## config.mk

```make
export PLATFORM = sky130hd
export DESIGN_NAME = lge_row_cell
export DESIGN_NICKNAME = d
export VERILOG_FILES = /design/src/rtl/lge_pkg.sv /design/src/rtl/lge_row_cell.sv
export SDC_FILE = /design/constraint.sdc
export NUM_CORES = 1
export LEC_CHECK = 0
export BUFFER_PORTS_ARGS = -buffer_cell sky130_fd_sc_hd__buf_4
export CAP_MARGIN = 20
export CELL_PAD_IN_SITES_DETAIL_PLACEMENT = 1
export CELL_PAD_IN_SITES_GLOBAL_PLACEMENT = 1
export CORE_UTILIZATION = 30
export DETAILED_ROUTE_END_ITERATION = 12
export GPL_ROUTABILITY_DRIVEN = 1
export PLACE_DENSITY = 0.82
export SETUP_SLACK_MARGIN = 0.4
export SYNTH_ARGS = -nofsm -noshare
export SYNTH_HDL_FRONTEND = slang
export SYNTH_SLANG_ARGS = --single-unit
```

## constraint.sdc

```tcl
create_clock -name clock -period 2 [get_ports clock]
set_input_delay 0.4 -clock clock [delete_from_list [all_inputs] [get_ports clock]]
set_output_delay 0.4 -clock clock [all_outputs]
set_load 0.01 [all_outputs]
```

## src/rtl/lge_pkg.sv

```systemverilog
// ----------------------------------------------------------------------------
// lge_pkg
// types, codes and rule helpers for the life grid engine
// ----------------------------------------------------------------------------
`default_nettype none

package lge_pkg;

   localparam int GRID_ROWS_DEF = 64;
   localparam int GRID_COLS_DEF = 64;

   // transaction field widths
   localparam int KIND_W   = 2;
   localparam int FIELD_W  = 6;
   // wide enough to compare a field against any row or column up to 511
   localparam int INDEX_W  = 9;

   localparam logic [KIND_W-1:0] KIND_WRITE = 2'd0;
   localparam logic [KIND_W-1:0] KIND_READ  = 2'd1;
   localparam logic [KIND_W-1:0] KIND_STEP  = 2'd2;

   typedef struct packed {
      logic shift;    // take the row handed over by the neighbor
      logic wr;       // this cell holds the addressed row
      logic wr_bit;   // value written to the selected column
   } cell_ctl_type;

   function automatic logic [3:0] count8(input logic [7:0] nb);
      logic [3:0] s;
      s = 4'd0;
      for (int k = 0; k < 8; k++) begin
         s = s + {3'd0, nb[k]};
      end
      return s;
   endfunction

   // b3/s23
   function automatic logic next_state(input logic alive, input logic [3:0] sum);
      logic r;
      if (alive) begin
         r = (sum == 4'd2) || (sum == 4'd3);
      end else begin
         r = (sum == 4'd3);
      end
      return r;
   endfunction

endpackage

`default_nettype wire

```

## src/rtl/lge_row_cell.sv

```systemverilog
// ----------------------------------------------------------------------------
// lge_row_cell
// one grid row: takes its neighbor's row during a generation, else a cell write
// ----------------------------------------------------------------------------
`default_nettype none

module lge_row_cell #(
   parameter int GRID_COLS = lge_pkg::GRID_COLS_DEF
) (
   input  wire logic                 clock,
   input  wire logic                 reset,
   input  wire lge_pkg::cell_ctl_type ctl,
   input  wire logic [GRID_COLS-1:0] col_sel,
   input  wire logic [GRID_COLS-1:0] shift_row,
   output logic      [GRID_COLS-1:0] row_out
);

   logic [GRID_COLS-1:0] row_ff;
   logic [GRID_COLS-1:0] row_in;

   always_comb begin
      priority if (ctl.shift) begin
         row_in = shift_row;
      end else if (ctl.wr) begin
         row_in = (row_ff & ~col_sel) | (col_sel & {GRID_COLS{ctl.wr_bit}});
      end else begin
         row_in = row_ff;
      end
   end

   always_ff @(posedge clock) begin
      if (reset) begin
         row_ff <= '0;
      end else begin
         row_ff <= row_in;
      end
   end

   assign row_out = row_ff;

endmodule

`default_nettype wire

```

==> results.sh <==
export IMPL_timing_final_max_slew_violations=0
export IMPL_synth_top_area_share=0.343
export IMPL_slowest_delay_ns=0.78
export IMPL_wl_per_cell_um=16.5
export IMPL_fmax_mhz=791
export IMPL_via_per_inst=5.07
export IMPL_final_cell_mix="198 x buf_4, 64 x and2_1, 64 x nor2b_1, 64 x a211oi_1, 64 x dfxtp_1"
export IMPL_synth_area_um2=3740
export IMPL_via_count=3576
export IMPL_cts_setup_buffers=0
export IMPL_hold_violations=0
export IMPL_num_rows=40
export IMPL_dieHeight_um=114
export IMPL_rsz0062_at_grt="no"
export IMPL_synth_seq_area_share=0.343
export IMPL_min_path_type="input port to flop"
export IMPL_cts_resized=0
export IMPL_cts_tree="done"
export IMPL_cts_buffers=9
export IMPL_dieArea_um2=12900
export IMPL_drt_initial_drc_count=97
export IMPL_final_common_cell="buf_4"
export IMPL_cp_top_family="buffers and inverters"
export IMPL_cts_sinks=64
export IMPL_wl_mm=11.6
export IMPL_synth_distinct_cells=11
export IMPL_worstSkewPairLatency_ns=0.31
export IMPL_grt_antenna_before_repair=0
export IMPL_grt_ovfl_total=0
export IMPL_skew_ns=0
export IMPL_grt_max_degree=79
export IMPL_worstPathRequired_ns=2.14
export IMPL_worstMarginPinSlew_ns=1.14
export IMPL_clock_root_buffer="clkbuf_16"
export IMPL_cts_path_max_buffers=2
export IMPL_antenna_cells=0
export IMPL_path_class="input port to flop"
export IMPL_die_w_um=114
export IMPL_drtPass1Iterations=4
export IMPL_finalSetupViolations=0
export IMPL_critical_path_startpoint_type="input port"
export IMPL_synth_top_area_cell="dfxtp_1"
export IMPL_avgSynthCellArea_um2=10.3
export IMPL_drv_cap=0
export IMPL_crit_slowest_cell="buf_4"
export IMPL_peakVddDrop_uv=333
export IMPL_power_density_nw_per_um2=672
export IMPL_ys_ff_latch=64
export IMPL_yosys_top_cells_area="dfxtp_1 34%, a2111oi_2 25%, a211oi_1 13%"
export IMPL_ant_nets=0
export IMPL_setup_tns_ns=0
export IMPL_drc=0
export IMPL_finalCritPeriodShare=0.632
export IMPL_arrival_ns=1.40
export IMPL_cp_buffers_inverters=1
export IMPL_crit_path_cell_trace="buf_4 -> a2111oi_1"
export IMPL_clk_pin_slew_ns=0.05
export IMPL_critical_path_max_fanout=64
export IMPL_crit_path_end_kind="flop"
export IMPL_grt_pass1_vias=3944
export IMPL_grt_pass1_wl_mm=19.0
export IMPL_min_period_ns=1.26
export IMPL_p_leak_nw=2.17
export IMPL_gp_congestion=0.704
export IMPL_core_region_area_um2=12100
export IMPL_drive_gt1_frac=0.512
export IMPL_start_util=0.310
export IMPL_area_growth_pct=48.6
export IMPL_syn_num_nets=495
export IMPL_io_buffers=196
export IMPL_hpwl_mm=8.38
export IMPL_io_pins=197
export IMPL_grt_usage=0.183
export IMPL_syn_inst=362
export IMPL_yosysWarnings=0
export IMPL_ctsHoldBuffers=0
export IMPL_max_slew_margin=0.241
export IMPL_dp_slack_ns=0.438
export IMPL_h_tree_depth=3
export IMPL_nNetsFinal=667
export IMPL_status="finished clean"
export IMPL_fin_ws_ns=0.736
layer usage:
| layer | track usage | up-vias | wire length [µm] |
|---|---|---|---|
| met5 | 0 | - | 0 |
| met4 | 0.0588 | 0 | 166 |
| met3 | 0.0409 | 16 | 713 |
| met2 | 0.344 | 121 | 6270 |
| met1 | 0.204 | 1717 | 4480 |
| li1 | - | 1722 | - |
synth_stat cells:
cell and n:
clkbuf_1 18, buf_4 3, and2_1 64, buf_6 5, buf_2 15, a2111oi_1 3, nor2_2 1, a2111oi_2 61
a211oi_1 64, nor2b_1 64, dfxtp_1 64
power breakdown:
group	internal [mW]	total [mW]	switching [mW]
logic	0.493	0.906	0.413
registers	1.38	1.44	0.0618
clock network	0.857	1.38	0.524
total	2.73	3.73	0.998
per-stage QoR:
stage	power, mW	cells	utilization	hold WS (ns)	instance area, µm²
after floorplan	1.93	362	-	0.596	3740
after global placement	2.35	691	0.439	0.632	5300
after detailed placement	2.39	691	0.439	0.646	5300
after CTS	3.80	705	0.460	0.385	5550
after global routing	3.94	705	0.460	0.400	5550
final	3.73	705	0.460	0.397	5550
cells by family after synthesis:
family,Yosys count,synth area share
AND/OR/NAND/NOR,129,0.216
buffers and inverters,41,0.0593
flip-flops,64,0.343
AO/OA/AOI/OAI,128,0.382
worst paths after layout:
check	slack [ns]	depth (start not counted)	startpoint	to
worst max register to register	1.07	2	flop	flop
worst min register to register	0.66	2	flop	flop
worst min-delay path	0.40	3	col_sel[58]	flop
worst max-delay path	0.74	2	reset	flop
cell type report:
type	instances	area, µm²
clock inverter	1	5.00
multi-input combinational	257	2240
sequential	64	1280
clock buffer	13	250
fill	1388	6510
timing repair buffer	202	1570
tap	168	210
Power figures use the tool's default switching activity.
