File: src/rtl/lge_pkg.sv
// ----------------------------------------------------------------------------
// lge_pkg
// types, codes and rule helpers for the life grid engine
// ----------------------------------------------------------------------------
`default_nettype none

package lge_pkg;

   localparam int GRID_ROWS_DEF = 64;
   localparam int GRID_COLS_DEF = 64;

   // transaction field widths
   localparam int KIND_W   = 2;
   localparam int FIELD_W  = 6;
   // wide enough to compare a field against any row or column up to 511
   localparam int INDEX_W  = 9;

   localparam logic [KIND_W-1:0] KIND_WRITE = 2'd0;
   localparam logic [KIND_W-1:0] KIND_READ  = 2'd1;
   localparam logic [KIND_W-1:0] KIND_STEP  = 2'd2;

   typedef struct packed {
      logic shift;    // take the row handed over by the neighbor
      logic wr;       // this cell holds the addressed row
      logic wr_bit;   // value written to the selected column
   } cell_ctl_type;

   function automatic logic [3:0] count8(input logic [7:0] nb);
      logic [3:0] s;
      s = 4'd0;
      for (int k = 0; k < 8; k++) begin
         s = s + {3'd0, nb[k]};
      end
      return s;
   endfunction

   // b3/s23
   function automatic logic next_state(input logic alive, input logic [3:0] sum);
      logic r;
      if (alive) begin
         r = (sum == 4'd2) || (sum == 4'd3);
      end else begin
         r = (sum == 4'd3);
      end
      return r;
   endfunction

endpackage

`default_nettype wire

File: src/rtl/lge_next_row.sv
// ----------------------------------------------------------------------------
// lge_next_row
// next generation of one row from the old rows above, at and below it
// ----------------------------------------------------------------------------
`default_nettype none

module lge_next_row #(
   parameter int GRID_COLS = lge_pkg::GRID_COLS_DEF
) (
   input  wire logic [GRID_COLS-1:0] above,
   input  wire logic [GRID_COLS-1:0] cur,
   input  wire logic [GRID_COLS-1:0] below,
   output logic      [GRID_COLS-1:0] next_row
);

   // one dead column on each side
   logic [GRID_COLS+1:0] a_pad;
   logic [GRID_COLS+1:0] c_pad;
   logic [GRID_COLS+1:0] b_pad;

   assign a_pad = {1'b0, above, 1'b0};
   assign c_pad = {1'b0, cur, 1'b0};
   assign b_pad = {1'b0, below, 1'b0};

   for (genvar c = 0; c < GRID_COLS; c++) begin : g_col
      logic [7:0] nb;
      assign nb = {a_pad[c], a_pad[c+1], a_pad[c+2],
                   c_pad[c],             c_pad[c+2],
                   b_pad[c], b_pad[c+1], b_pad[c+2]};
      assign next_row[c] = lge_pkg::next_state(cur[c], lge_pkg::count8(nb));
   end

endmodule

`default_nettype wire

File: config.mk
export PLATFORM = sky130hd
export DESIGN_NAME = lge_next_row
export DESIGN_NICKNAME = d
export VERILOG_FILES = /design/src/rtl/lge_pkg.sv /design/src/rtl/lge_next_row.sv
export SDC_FILE = /design/constraint.sdc
export NUM_CORES = 1
export LEC_CHECK = 0
export ABC_AREA = 1
export BUFFER_PORTS_ARGS = -buffer_cell sky130_fd_sc_hd__buf_2
export CAP_MARGIN = 10
export CORE_ASPECT_RATIO = 1.25
export CORE_MARGIN = 2
export CORE_UTILIZATION = 55
export DETAILED_ROUTE_END_ITERATION = 6
export GPL_ROUTABILITY_DRIVEN = 0
export GPL_TIMING_DRIVEN = 0
export PLACE_DENSITY = 0.89
export SLEW_MARGIN = 15
export SYNTH_ARGS = -nofsm -noshare
export SYNTH_HDL_FRONTEND = slang
export SYNTH_SLANG_ARGS = --single-unit
File: constraint.sdc
create_clock -name vclk -period 12.25
set_clock_uncertainty 0.1 [all_clocks]
set_input_delay 3.675 -clock vclk [all_inputs]
set_output_delay 3.675 -clock vclk [all_outputs]
set_load 0.005 [all_outputs]
==> results of run 1 <==
placed cells by master, fill, tap and decap left out, drive strengths merged:
master,count
fa,252
inv,627
or2,1
o21ai,2
ha,188
diode,5
nand2,185
buf,256
a21oi,62
nand3,122
nor2,6
per-stage QoR:
| stage | cell area [µm²] | cells | power, W | hold slack, ns |
|---|---|---|---|---|
| final | 13000 | 1976 | 0.00111 | 7.60 |
| after global routing | 13000 | 1974 | 0.00131 | 7.63 |
| after CTS | 13000 | 1971 | 0.00112 | 7.60 |
| after detailed placement | 13000 | 1971 | 0.00112 | 7.60 |
| after global placement | 13000 | 1971 | 0.00103 | 7.59 |
| after floorplan | 11400 | 1445 | 0.000781 | 7.40 |
layout make-up:
cell class	count	area (µm²)
multi-input cells	818	9050
fillers	1596	7210
inverters	627	2350
repair buffers	256	1280
well taps	270	338
diodes	5	12.5
kinds of logic after synthesis:
| group | Yosys count | share of synthesized area (%) |
|---|---|---|
| compound gates | 64 | 2.81 |
| fa+ha+maj | 440 | 64.9 |
| buf+inv | 627 | 20.6 |
| simple gates | 314 | 11.7 |
routing by layer:
metal  up-vias  share of wire (%)  track usage, %
met5         -              0.099               0
met4         4                3.3            6.40
met3        64                5.8            3.50
met2       251                 53            44.6
met1      4351                 38            24.5
li1       4614                  -               -
final timing paths:
kind,depth (start not counted),to
worst min-delay path,4,next_row[0]
worst max-delay path,11,next_row[49]
power breakdown:
part	switching [W]	internal (W)
combinational	0.000612	0.000498
clock	0	0.0000000000546
sequential	0	0
total	0.000612	0.000498
==> summary.txt, run 1 <==
Critical path
  – Startpoint Class: input port
  – Critical Path AT: 6.53 ns
  – Critical path class: input port to output port
  – Max stage delay on crit path: 0.57 ns
  – CP Capture Type: output port
  – Cell family with most CP delay: adder cells
  – Most used cell, CP: fa_1
  – Crit path max fanout: 2
  – Buf/Inv on CP: 4
  – CP required: 8.47 ns
  – Slowest CP cell: fa_1
  – Critical path cell sequence: buf_2 > inv_1 > fa_1 > fa_1 > fa_1 > inv_1 > ha_1 > fa_1 > nand3_1 > a21oi_1 > buf_2
  – Crit path from: above[48]

Drt
  – Via density: 4.70
  – Detail Route Antenna Nets: 0
  – First-pass detailed-route iteration total: 6
  – Via count: 9284
  – DRC viols: 0
  – WL per Instance: 11.8 µm
  – Iteration-0 DRC Markers: 207
  – Wirelength, routed: 23200 µm

CTS
  – Hold Buf Count CTS: 0
  – Resized Gates After CTS: 0
  – Post-CTS setup repair buffer count: 0

Yosys
  – Ys Warns: 0
  – Distinct cells, synth: 9
  – Mapped Cells: 1445
  – Share of the synthesized area in the top cell type: 44.2%
  – Top cells by count, synth: inv_1, fa_1, ha_1
  – Post-Syn Area: 0.0114 mm²
  – Syn Area/Cell: 7.89 µm²
  – Syn_nets: 2077
  – Count leader, synth: inv_1
  – Leading post-synthesis cells by cell area: fa_1, inv_1, ha_1
  – Register area share after synthesis: 0%
  – Area leader, netlist: fa_1

Place
  – Detailed-placement wirelength estimate: 22500 µm
  – Count of input and output buffers: 256
  – Dpl ws: 1.91 ns

Status
  – Status: finished, final reports clean

Finish
  – Reg area: 0 µm²
  – Fraction of layout cells with a size suffix above 1: 15.0%
  – FFs & Latches: 0
  – Clock buffers: 0
  – Synthesis-to-finish area growth: 14.3%
  – Post-layout nets: 2335
  – Post-layout util: 64.4%

Floorplan
  – CORE AREA: 0.0202 mm²
  – Initial core utilization: 56.3%
  – # IOs: 256
  – Die width: 133 µm
  – Row count: 58
  – Die height: 165 µm
  – Die area: 0.0219 mm²

Global routing
  – Global-route wire length before repair: 41900 µm
  – Vias in the first global route: 10.4k
  – Initial antenna violation count: 8
  – Grt ovf: 0
  – Pin count of the biggest net entering global routing: 4
  – Tot GR Track Use: 22.4%

Pwr
  – VDD IR-drop max: 0.0565 mV
  – Leak: 8.16 nW
  – Pwr dens: 85.2 mW/mm²

Timing
  – Least-Margin Pin Slew: 0.254 ns
  – Post-route minimum period: 10.31 ns
  – PnR worst setup slack: 1.94 ns
  – Final setup viols: 0
  – Slew headroom: 83.1%
  – Final hold vios: 0
  – Max Slew Vio Count: 0
  – Post-route setup TNS: 0 ns
  – Highest Clock Rate: 97.0 MHz
  – Period utilization: 84.1%
  – RSZ-0062 raised after global routing: no

Worst hold path
  – Worst min path class: input port to output port
  – Hold Crit Start: cur[0]

Flow run
  – Max cap viols: 0
(Power assumes the default switching activity.)
==> run 2: changes to the inputs <==
--- a/config.mk
+++ b/config.mk
@@ -10,11 +10,11 @@
 export CAP_MARGIN = 10
 export CORE_ASPECT_RATIO = 1.25
 export CORE_MARGIN = 2
-export CORE_UTILIZATION = 55
+export CORE_UTILIZATION = 53
 export DETAILED_ROUTE_END_ITERATION = 6
 export GPL_ROUTABILITY_DRIVEN = 0
 export GPL_TIMING_DRIVEN = 0
-export PLACE_DENSITY = 0.89
+export PLACE_DENSITY = 0.9
 export SLEW_MARGIN = 15
 export SYNTH_ARGS = -nofsm -noshare
 export SYNTH_HDL_FRONTEND = slang
==> constraint.sdc (replaced) <==
create_clock -name vclk -period 9.4
set_clock_uncertainty 0.1 [all_clocks]
set_input_delay 2.82 -clock vclk [all_inputs]
set_output_delay 2.82 -clock vclk [all_outputs]
set_load 0.005 [all_outputs]
==> summary.txt, run 2 (same netlist as run 1, synthesis figures left out) <==
Critical path
  – CP required: 6.48 ns (-1.99 ns)
  – Cell family with most CP delay: adder cells
  – Slowest CP cell: fa_1
  – CP Capture Type: output port
  – Most used cell, CP: fa_1
  – Max stage delay on crit path: 0.56 ns (about the same)
  – Crit path max fanout: 2 (unchanged)
  – Startpoint Class: input port
  – Critical Path AT: 5.70 ns (-0.83 ns)
  – Critical path class: input port to output port
  – Critical path cell sequence: buf_2 > inv_1 > fa_1 > fa_1 > fa_1 > inv_1 > ha_1 > fa_1 > nand3_1 > a21oi_1 > buf_2
  – Buf/Inv on CP: 4 (unchanged)

Floorplan
  – Die area: 0.0227 mm² (+3.7%)
  – # IOs: 256 (unchanged)
  – Row count: 60 (+3.4%)
  – Initial core utilization: 53.5% (-2.8 points)
  – Die width: 135 µm (+1.8%)
  – Die height: 168 µm (+1.8%)
  – CORE AREA: 0.0213 mm² (+5.3%)

Timing
  – Period utilization: 91.7%
  – Max Slew Vio Count: 0 (unchanged)
  – Highest Clock Rate: 116 MHz
  – Post-route minimum period: 8.62 ns
  – RSZ-0062 raised after global routing: no
  – Post-route setup TNS: 0 ns (unchanged)
  – Slew headroom: 82.7% (-0.40 points)
  – Final hold vios: 0 (unchanged)
  – Least-Margin Pin Slew: 0.260 ns (+0.00576 ns)
  – Final setup viols: 0 (unchanged)

Finish
  – Leading cell type in the layout, fill and taps excluded: inv_1
  – Clock buffers: 0 (unchanged)
  – Fraction of layout cells with a size suffix above 1: 15.0% (unchanged)
  – Post-layout nets: 2335 (unchanged)
  – Commonest non-fill, non-tap cells in the layout: inv_1, buf_2, fa_1, ha_1, nand2_1
  – Reg area: 0 µm² (unchanged)
  – FFs & Latches: 0 (unchanged)
  – Post-Layout Inst Area: 0.0130 mm² (about the same)
  – Synthesis-to-finish area growth: 14.4% (about the same)

Worst hold path
  – Hold Crit Start: cur[0]
  – Worst Hold Path EP: next_row[0]
  – Worst min path class: input port to output port
  – Worst hold stages: 4 (unchanged)

Pwr
  – VDD IR-drop max: 0.0659 mV (+17%)
  – Pwr dens: 112 mW/mm² (+31%)
  – Leak: 8.16 nW (about the same)

Drt
  – Wirelength, routed: 23600 µm (+1.7%)
  – DRC viols: 0 (unchanged)
  – WL per Instance: 11.9 µm (+1.3%)
  – First-pass detailed-route iteration total: 6 (unchanged)
  – Detail Route Antenna Nets: 0 (unchanged)
  – Iteration-0 DRC Markers: 211 (+1.9%)
  – Via density: 4.74 (+0.82%)
  – Via count: 9393 (+1.2%)

CTS
  – Resized Gates After CTS: 0 (unchanged)
  – Post-CTS setup repair buffer count: 0 (unchanged)
  – Hold Buf Count CTS: 0 (unchanged)

Global routing
  – Initial antenna violation count: 7 (-1)
  – Vias in the first global route: 10.4k (+0.48%)
  – Tot GR Track Use: 21.5% (-0.94 points)
  – Global-route wire length before repair: 41600 µm (-0.63%)
  – Pin count of the biggest net entering global routing: 4 (unchanged)
  – Grt ovf: 0 (unchanged)

Status
  – Status: finished, final reports clean

Place
  – Detailed-placement wirelength estimate: 22900 µm (+1.8%)
  – Count of input and output buffers: 256 (unchanged)
  – Placed Area: 0.0130 mm² (about the same)

Flow run
  – Max cap viols: 0 (unchanged)
run 2: changes by cell type in the layout (fill, tap and decap cells not counted), sizes merged:
cell | previous run | this run
diode | 5 | 3
run 2: layout make-up:
class,instances,area [µm²]
Timing Repair Buffer,256,1280
Inverter,627,2350
Antenna cell,3,7.51
Multi-Input combinational cell,818,9050
Tap cell,279,349
Fill cell,1700,8280
run 2: how the worst max path moves through the flow:
stage	from	to	cells after the start
final	above[48]	next_row[49]	11
after global routing	cur[4]	next_row[5]	11
after CTS	above[48]	next_row[49]	11
after detailed placement	above[48]	next_row[49]	11
after global placement	above[48]	next_row[49]	11
after floorplan	above[1]	next_row[2]	9
run 2: per-stage QoR:
stage,cells,power [W],util [%],hold slack [ns],worst slack [ns]
after floorplan,1445,0.00102,-,5.69,1.23
after global placement,1980,0.00134,61.1,5.88,0.829
after detailed placement,1980,0.00146,61.1,5.88,0.754
after CTS,1980,0.00147,61.1,5.88,0.749
after global routing,1982,0.00172,61.2,5.97,0.687
final,1983,0.00145,61.2,5.88,0.779
run 2: per-layer routing:
layer,GRT usage [%],part of all wire (%),up-vias
li1,-,-,4609
met1,22.5,36,4453
met2,43.3,55,259
met3,3.40,5.8,66
met4,6.25,3.2,6
met5,0,0.15,-
run 2: worst min-delay path, delay by kind of cell:
family | cells | cell delay [ns]
simple gates | 1 | 0.07
compound gates | 1 | 0.07
buf+inv | 2 | 0.19
run 2: power breakdown:
group          leakage [nW]     internal (W)  switching [W]        total (W)
registers                 0                0              0                0
logic                  8.16         0.000651       0.000803          0.00145
clock network     0.0000190  0.0000000000427              0  0.0000000000427
total                  8.16         0.000651       0.000803          0.00145
